### src/rdc_pkg.sv
`timescale 1ns / 1ps
package rdc_pkg;

  // Cache geometry
  localparam int SETS       = 2048;
  localparam int SET_W      = 11;
  localparam int WAYS       = 16;
  localparam int WAYIX_W    = 4;
  localparam int WAY_W      = 5;
  localparam int ETR_W      = 5;
  localparam int ROW_W      = WAYS * ETR_W;

  // Estimated-time-to-reuse and reuse-distance limits
  localparam int INF_ETR    = 15;
  localparam int INF_RD     = 127;
  localparam int MAX_RD     = 105;
  localparam int AGE_PERIOD = 8;

  // Sampler: 32 sampled sets, 16 subsets each, 5 entries per row
  localparam int SMP_WAYS   = 5;
  localparam int SMP_ROWS   = 512;
  localparam int SMP_ROW_AW = 9;
  localparam int TAG_W      = 10;
  localparam int SIG_W      = 11;
  localparam int TS_W       = 8;
  localparam int SMP_E_W    = 1 + TAG_W + SIG_W + TS_W;
  localparam int SMP_ROW_W  = SMP_WAYS * SMP_E_W;
  localparam int SLOT_W     = 3;

  // Per-set state word: {aging clock, timestamp}
  localparam int AGE_W      = 4;
  localparam int SS_W       = AGE_W + TS_W;

  // Predictor word: {valid, distance}
  localparam int DIST_W     = 8;
  localparam int PRED_W     = 1 + DIST_W;
  localparam int PRED_DEPTH = 2048;

  localparam logic [63:0] CRC_POLY = 64'hEDB8_8320;

  // Codes
  localparam logic       ACT_VICTIM     = 1'b0;
  localparam logic       ACT_UPDATE     = 1'b1;
  localparam logic [1:0] KIND_PREFETCH  = 2'd1;
  localparam logic [1:0] KIND_WRITE     = 2'd2;
  localparam logic       REG_LOG2_CORES = 1'b0;

  typedef struct packed {
    logic             clr;
    logic             load;
    logic             rd;
    logic             scan;
    logic             smp_wr;
    logic             prd_rd;
    logic             prd_wr;
    logic             fin_rd;
    logic             apply;
    logic             out_load;
    logic [SET_W-1:0] idx;
  } rdc_cmd_t;

  typedef struct packed {
    logic is_update;
    logic is_write;
    logic sampled;
  } rdc_sts_t;

  // Three CRC steps over the packed signature word
  function automatic logic [SIG_W-1:0] sig_hash(input logic [63:0] pc, input logic hit,
                                                input logic pf, input logic [1:0] core,
                                                input logic [1:0] l2c);
    logic [63:0] x;
    x = (l2c == 2'd0) ? {pc[61:0], hit, pf} : {pc[60:0], pf, core};
    for (int i = 0; i < 3; i++) begin
      x = x[0] ? ((x >> 1) ^ CRC_POLY) : (x >> 1);
    end
    return x[SIG_W-1:0];
  endfunction

  function automatic logic [ETR_W-1:0] etr_mag(input logic [ETR_W-1:0] v);
    return v[ETR_W-1] ? (~v + 1'b1) : v;
  endfunction

endpackage

### src/rdc_ctrl.sv
`timescale 1ns / 1ps
module rdc_ctrl
  import rdc_pkg::*;
(
  input  logic     clk_i,
  input  logic     rst_ni,
  input  logic     in_valid_i,
  output logic     in_ready_o,
  output logic     out_valid_o,
  input  logic     out_ready_i,
  input  rdc_sts_t sts_i,
  output rdc_cmd_t cmd_o
);

  typedef enum logic [3:0] {
    S_CLR, S_IDLE, S_RD, S_SCAN, S_SMP, S_PRD_RD, S_PRD_WR, S_FIN_RD, S_APPLY, S_DONE
  } state_e;

  state_e           state_q;
  logic [SET_W-1:0] idx_q;
  logic             out_valid_q;

  // Commands decoded from the state
  always_comb begin
    cmd_o          = '0;
    cmd_o.idx      = idx_q;
    cmd_o.clr      = (state_q == S_CLR);
    cmd_o.load     = (state_q == S_IDLE) && in_valid_i;
    cmd_o.rd       = (state_q == S_RD);
    cmd_o.scan     = (state_q == S_SCAN);
    cmd_o.smp_wr   = (state_q == S_SMP);
    cmd_o.prd_rd   = (state_q == S_PRD_RD);
    cmd_o.prd_wr   = (state_q == S_PRD_WR);
    cmd_o.fin_rd   = (state_q == S_FIN_RD);
    cmd_o.apply    = (state_q == S_APPLY);
    cmd_o.out_load = (state_q == S_DONE) && (!out_valid_q || out_ready_i);
  end

  assign in_ready_o  = (state_q == S_IDLE);
  assign out_valid_o = out_valid_q;

  // Sequencer
  always_ff @(posedge clk_i or negedge rst_ni) begin
    if (!rst_ni) begin
      state_q     <= S_CLR;
      idx_q       <= '0;
      out_valid_q <= 1'b0;
    end else begin
      // result register: set on completion, cleared when taken
      if (state_q == S_DONE && (!out_valid_q || out_ready_i)) begin
        out_valid_q <= 1'b1;
      end else if (out_valid_q && out_ready_i) begin
        out_valid_q <= 1'b0;
      end
      unique case (state_q)
        S_CLR: begin
          idx_q <= idx_q + 1'b1;
          if (idx_q == SET_W'(SETS - 1)) begin
            state_q <= S_IDLE;
          end
        end
        S_IDLE: begin
          if (in_valid_i) begin
            state_q <= S_RD;
          end
        end
        S_RD: begin
          if (!sts_i.is_update) begin
            idx_q   <= SET_W'(1);
            state_q <= S_SCAN;
          end else if (!sts_i.is_write && sts_i.sampled) begin
            state_q <= S_SMP;
          end else begin
            state_q <= S_APPLY;
          end
        end
        S_SCAN: begin
          idx_q <= idx_q + 1'b1;
          if (idx_q[WAYIX_W-1:0] == WAYIX_W'(WAYS - 1)) begin
            state_q <= S_DONE;
          end
        end
        S_SMP: begin
          idx_q   <= '0;
          state_q <= S_PRD_RD;
        end
        S_PRD_RD: state_q <= S_PRD_WR;
        S_PRD_WR: begin
          if (idx_q[SLOT_W-1:0] == SLOT_W'(SMP_WAYS)) begin
            state_q <= S_FIN_RD;
          end else begin
            idx_q   <= idx_q + 1'b1;
            state_q <= S_PRD_RD;
          end
        end
        S_FIN_RD: state_q <= S_APPLY;
        S_APPLY:  state_q <= S_DONE;
        S_DONE: begin
          if (!out_valid_q || out_ready_i) begin
            state_q <= S_IDLE;
          end
        end
        default: state_q <= S_IDLE;
      endcase
    end
  end

`ifndef SYNTH
  a_accept_reads: assert property (@(posedge clk_i) disable iff (!rst_ni)
    in_valid_i && in_ready_o |=> state_q == S_RD)
    else $error("accepted word not followed by read");
  a_out_from_done: assert property (@(posedge clk_i) disable iff (!rst_ni)
    $rose(out_valid_q) |-> $past(state_q == S_DONE))
    else $error("result raised outside completion");
  a_prd_pairs: assert property (@(posedge clk_i) disable iff (!rst_ni)
    state_q == S_PRD_WR |-> $past(state_q == S_PRD_RD))
    else $error("predictor write without read");
`endif

endmodule

### config.mk
export PLATFORM = sky130hd
export DESIGN_NAME = rdc_ctrl
export DESIGN_NICKNAME = d
export VERILOG_FILES = /design/src/rdc_pkg.sv /design/src/rdc_ctrl.sv
export SDC_FILE = /design/constraint.sdc
export NUM_CORES = 1
export LEC_CHECK = 0
export ABC_CLOCK_PERIOD_IN_PS = 1600
export BUFFER_PORTS_ARGS = -buffer_cell sky130_fd_sc_hd__buf_2
export CAP_MARGIN = 20
export CELL_PAD_IN_SITES_DETAIL_PLACEMENT = 1
export CELL_PAD_IN_SITES_GLOBAL_PLACEMENT = 1
export CORE_MARGIN = 2
export CORE_UTILIZATION = 34
export CTS_BUF_LIST = sky130_fd_sc_hd__clkbuf_16
export DETAILED_ROUTE_END_ITERATION = 10
export GPL_TIMING_DRIVEN = 0
export PLACE_DENSITY_LB_ADDON = 0.1
export SLEW_MARGIN = 0
export SYNTH_ARGS = -nofsm -noshare
export SYNTH_HDL_FRONTEND = slang
export SYNTH_SLANG_ARGS = --single-unit
### constraint.sdc
create_clock -name clk_i -period 1.6 [get_ports clk_i]
set_input_delay 0.24 -clock clk_i [delete_from_list [all_inputs] [get_ports clk_i]]
set_output_delay 0.24 -clock clk_i [all_outputs]
set_load 0.03 [all_outputs]
==> results.py <==
metrics = {
    "global_route": {
        "grt_overflow": 0,
        "antenna_found_initial": 0,
        "track_usage": 0.227,
        "grt_max_degree": 17,
        "grt_pass1_vias": 1245,
        "grt_pass1_wl_mm": 6.27,
    },
    "yosys": {
        "synth_area_per_cell_um2": 8.76,
        "synth_ff_type": "dfrtp_1",
        "syn_nets": 137,
        "ys_warn_count": 0,
        "synth_top_area_cell": "dfrtp_1",
        "synthTopCellsByCount": "16 x dfrtp_1, 14 x nand2_1, 12 x nor3_1",
        "synth_cell_type_count": 44,
        "ys_seq_area_frac": 0.357,
        "synthArstFlopShare": 1.00,
        "synth.top_cell.area_share": 0.357,
        "syn_inst": 128,
        "synth.most_common_cell": "dfrtp_1",
        "synth_edf_count": 0,
        "netlist_area_um2": 1120,
        "ys_seq_elements": 16,
        "synth_top_cells_by_area": "dfrtp_1 36%, nor3_1 5.4%, nand2_1 4.7%",
    },
    "timing": {
        "skew_ns": 0.00162,
        "finalWorstSetupSlack_ns": -0.0832,
        "period_minus_slack_ns": 1.68,
        "min_period_over_period": 1.05,
        "maxSlewViolCount": 0,
        "relSlewSlack": 0.723,
        "tightest_slew_ns": 0.415,
        "setup_viol": 7,
        "hold_viol": 0,
        "rsz0062_at_grt": "true",
        "fmax_mhz": 594,
    },
    "cts": {
        "clock_path_buffers": 2,
        "clock_sinks": 16,
        "cts_buffers": 3,
        "htree_levels": 1,
        "cts-root-buf": "clkbuf_16",
        "clk_pin_slew_worst_paths_ns": 0.05,
        "cts_tree": "built",
        "clkLatencyLatePin_ns": 0.25,
    },
    "setup_path": {
        "path_cells": "buf_6 -> nand2b_4 -> or2_4 -> nor2b_4 -> buf_6",
        "rrSetupSlack_ns": -0.03,
        "slowest_delay_ns": 0.40,
        "cpMostUsedCell": "buf_6",
        "worstRegToRegCells": 5,
        "slowest_stage": "dfrtp_1",
        "timing.rr.start": "idx_q[0]",
        "crit_fanout": 5,
        "startpoint_type": "flip-flop",
        "crit_required_ns": 1.36,
        "cp_data_arrival_time_ns": 1.44,
        "reg2reg_to": "state_q[3]",
        "critPathKind": "reg -> out",
        "crit_path_end_kind": "primary output",
    },
    "die": {
        "die_h_um": 61.4,
        "ios": 30,
        "dieArea_um2": 3770,
        "die_w_um": 61.4,
        "start_util": 0.361,
        "core_area_um2": 3100,
        "fp-row-count": 20,
    },
    "min_path": {
        "hp-class": "in -> reg",
        "whs_path_depth": 3,
        "holdPathEnd": "out_valid_o",
        "worst_hold_startpoint": "out_ready_i",
    },
    "drt": {
        "drt-total-wl_mm": 4.33,
        "routed_via_density": 5.50,
        "drtAntennaViolNets": 0,
        "post_drt_wl_per_cell_um": 19.2,
        "dr.pass1.iters": 4,
        "drc": 0,
        "drt_first_iter_violations": 69,
        "dr_total_vias": 1237,
    },
    "cells_and_area": {
        "syn_to_final_growth_pct": 70.4,
        "drive_above_1_share": 0.586,
        "fin_util": 0.616,
        "layout.nets": 191,
        "diodes": 0,
    },
    "status": {
        "status": "finished, violations left",
        "violations": "negative setup slack",
    },
    "flow_run": {
        "drv_cap": 0,
    },
    "power": {
        "total_leakage_power_uw": 0.000871,
        "peakVddDrop_mv": 0.805,
        "power.density_nw_per_um2": 2040,
    },
    "place": {
        "portBuffers": 29,
        "hpwl_mm": 2.35,
        "gp_congestion": 0.775,
        "dp_slack_ns": -0.0831,
    },
}
## registers in the layout, indices dropped and copies added (netlist names)
name         cells
state_q          4
idx_q           11
out_valid_o      1
## through the flow
| step | cell area [um^2] | instances | total power (uW) | hold slack [ns] | setup TNS [ns] |
|---|---|---|---|---|---|
| after CTS | 1680 | 221 | 3310 | 0.285 | -0.0957 |
| after global placement | 1360 | 201 | 2310 | 0.188 | -0.117 |
| after detailed placement | 1360 | 201 | 2340 | 0.194 | -0.207 |
| after floorplan | 1160 | 128 | 1910 | -0.0556 | -0.134 |
| final | 1910 | 225 | 3910 | 0.297 | -0.212 |
| after global routing | 1910 | 225 | 4100 | 0.322 | -1.21 |
## placed cells by master (no fill, tap or decap), drive strengths merged
| cell | n |
|---|---|
| xor2 | 1 |
| nor4 | 1 |
| o21ai | 14 |
| nor4bb | 1 |
| ha | 2 |
| inv | 3 |
| buf | 53 |
| a211oi | 2 |
| nand3 | 4 |
| a21o | 1 |
| dlygate4sd3 | 1 |
| o21bai | 2 |
| a41o | 2 |
| nor2b | 4 |
| a2bb2oi | 2 |
| a31oi | 1 |
| o22ai | 1 |
| a311oi | 1 |
| nor3 | 13 |
| nand2 | 15 |
| nand2b | 8 |
| or2 | 2 |
| clkbuf | 5 |
| nor3b | 3 |
| o41ai | 3 |
| dfrtp | 16 |
| and3 | 3 |
| o31ai | 3 |
| and2 | 1 |
| o21a | 1 |
| a21oi | 4 |
| nor2 | 7 |
| a21boi | 1 |
## worst max-delay path, delay by kind of cell, from the launching register on
kind          cells  cell delay [ns]
buf+inv           2             0.27
simple gates      3             0.52
flops             1             0.40
## timing repair
action                     4_1_cts  5_1_grt
hold buffers                     1        0
resized for setup               30       46
cloned                           1        0
setup buffers                   14        5
pin swaps                        4        6
setup endpoints to repair       19       24
hold endpoints to repair        16        0
## layout make-up
class,count,area [um^2]
Sequential cell,16,405
Tap cell,44,55.1
Inverter,2,7.51
Timing Repair Buffer,49,360
Clock buffer,3,75.1
Multi-Input combinational cell,103,915
Clock inverter,1,3.75
Buffer,7,88.8
Fill cell,357,1190
## how the worst max path moves through the flow
stage               startpoint  cells after the start         to  slack [ns]
floorplan           state_q[2]                      3  cmd_o[18]       -0.07
global placement    state_q[2]                      6  idx_q[10]       -0.07
detailed placement  state_q[2]                      6  idx_q[10]       -0.08
CTS                 state_q[1]                      5  cmd_o[11]       -0.09
global route          idx_q[0]                      6   idx_q[9]       -0.14
finish              state_q[1]                      5  cmd_o[11]       -0.08
## cell families (layout without fill, tap and decap cells)
| kind of cell | count (synthesis) | count (layout) | share of synthesized area |
|---|---|---|---|
| DFF | 16 | 16 | 0.357 |
| AOI/OAI and AO/OA | 38 | 38 | 0.259 |
| buffers and inverters | 9 | 62 | 0.0491 |
| xor gates and xnor gates | 1 | 1 | 0.00781 |
| and+or+nand+nor | 62 | 62 | 0.305 |
| adders and majority gates | 2 | 2 | 0.0223 |
## power by group
group          switching (uW)  leakage [uW]  internal (uW)
sequential                120      0.000208            506
clock                     174     0.0000423            332
combinational            1560      0.000622           1210
## metal layers
layer / global-route usage / vias up / wire, um
li1: - / 574 / -
met1: 0.289 / 627 / 1860
met2: 0.398 / 28 / 2220
met3: 0.0336 / 8 / 149
met4: 0.0699 / 0 / 99
met5: 0 / - / 0
Power figures use the tool's default switching activity.
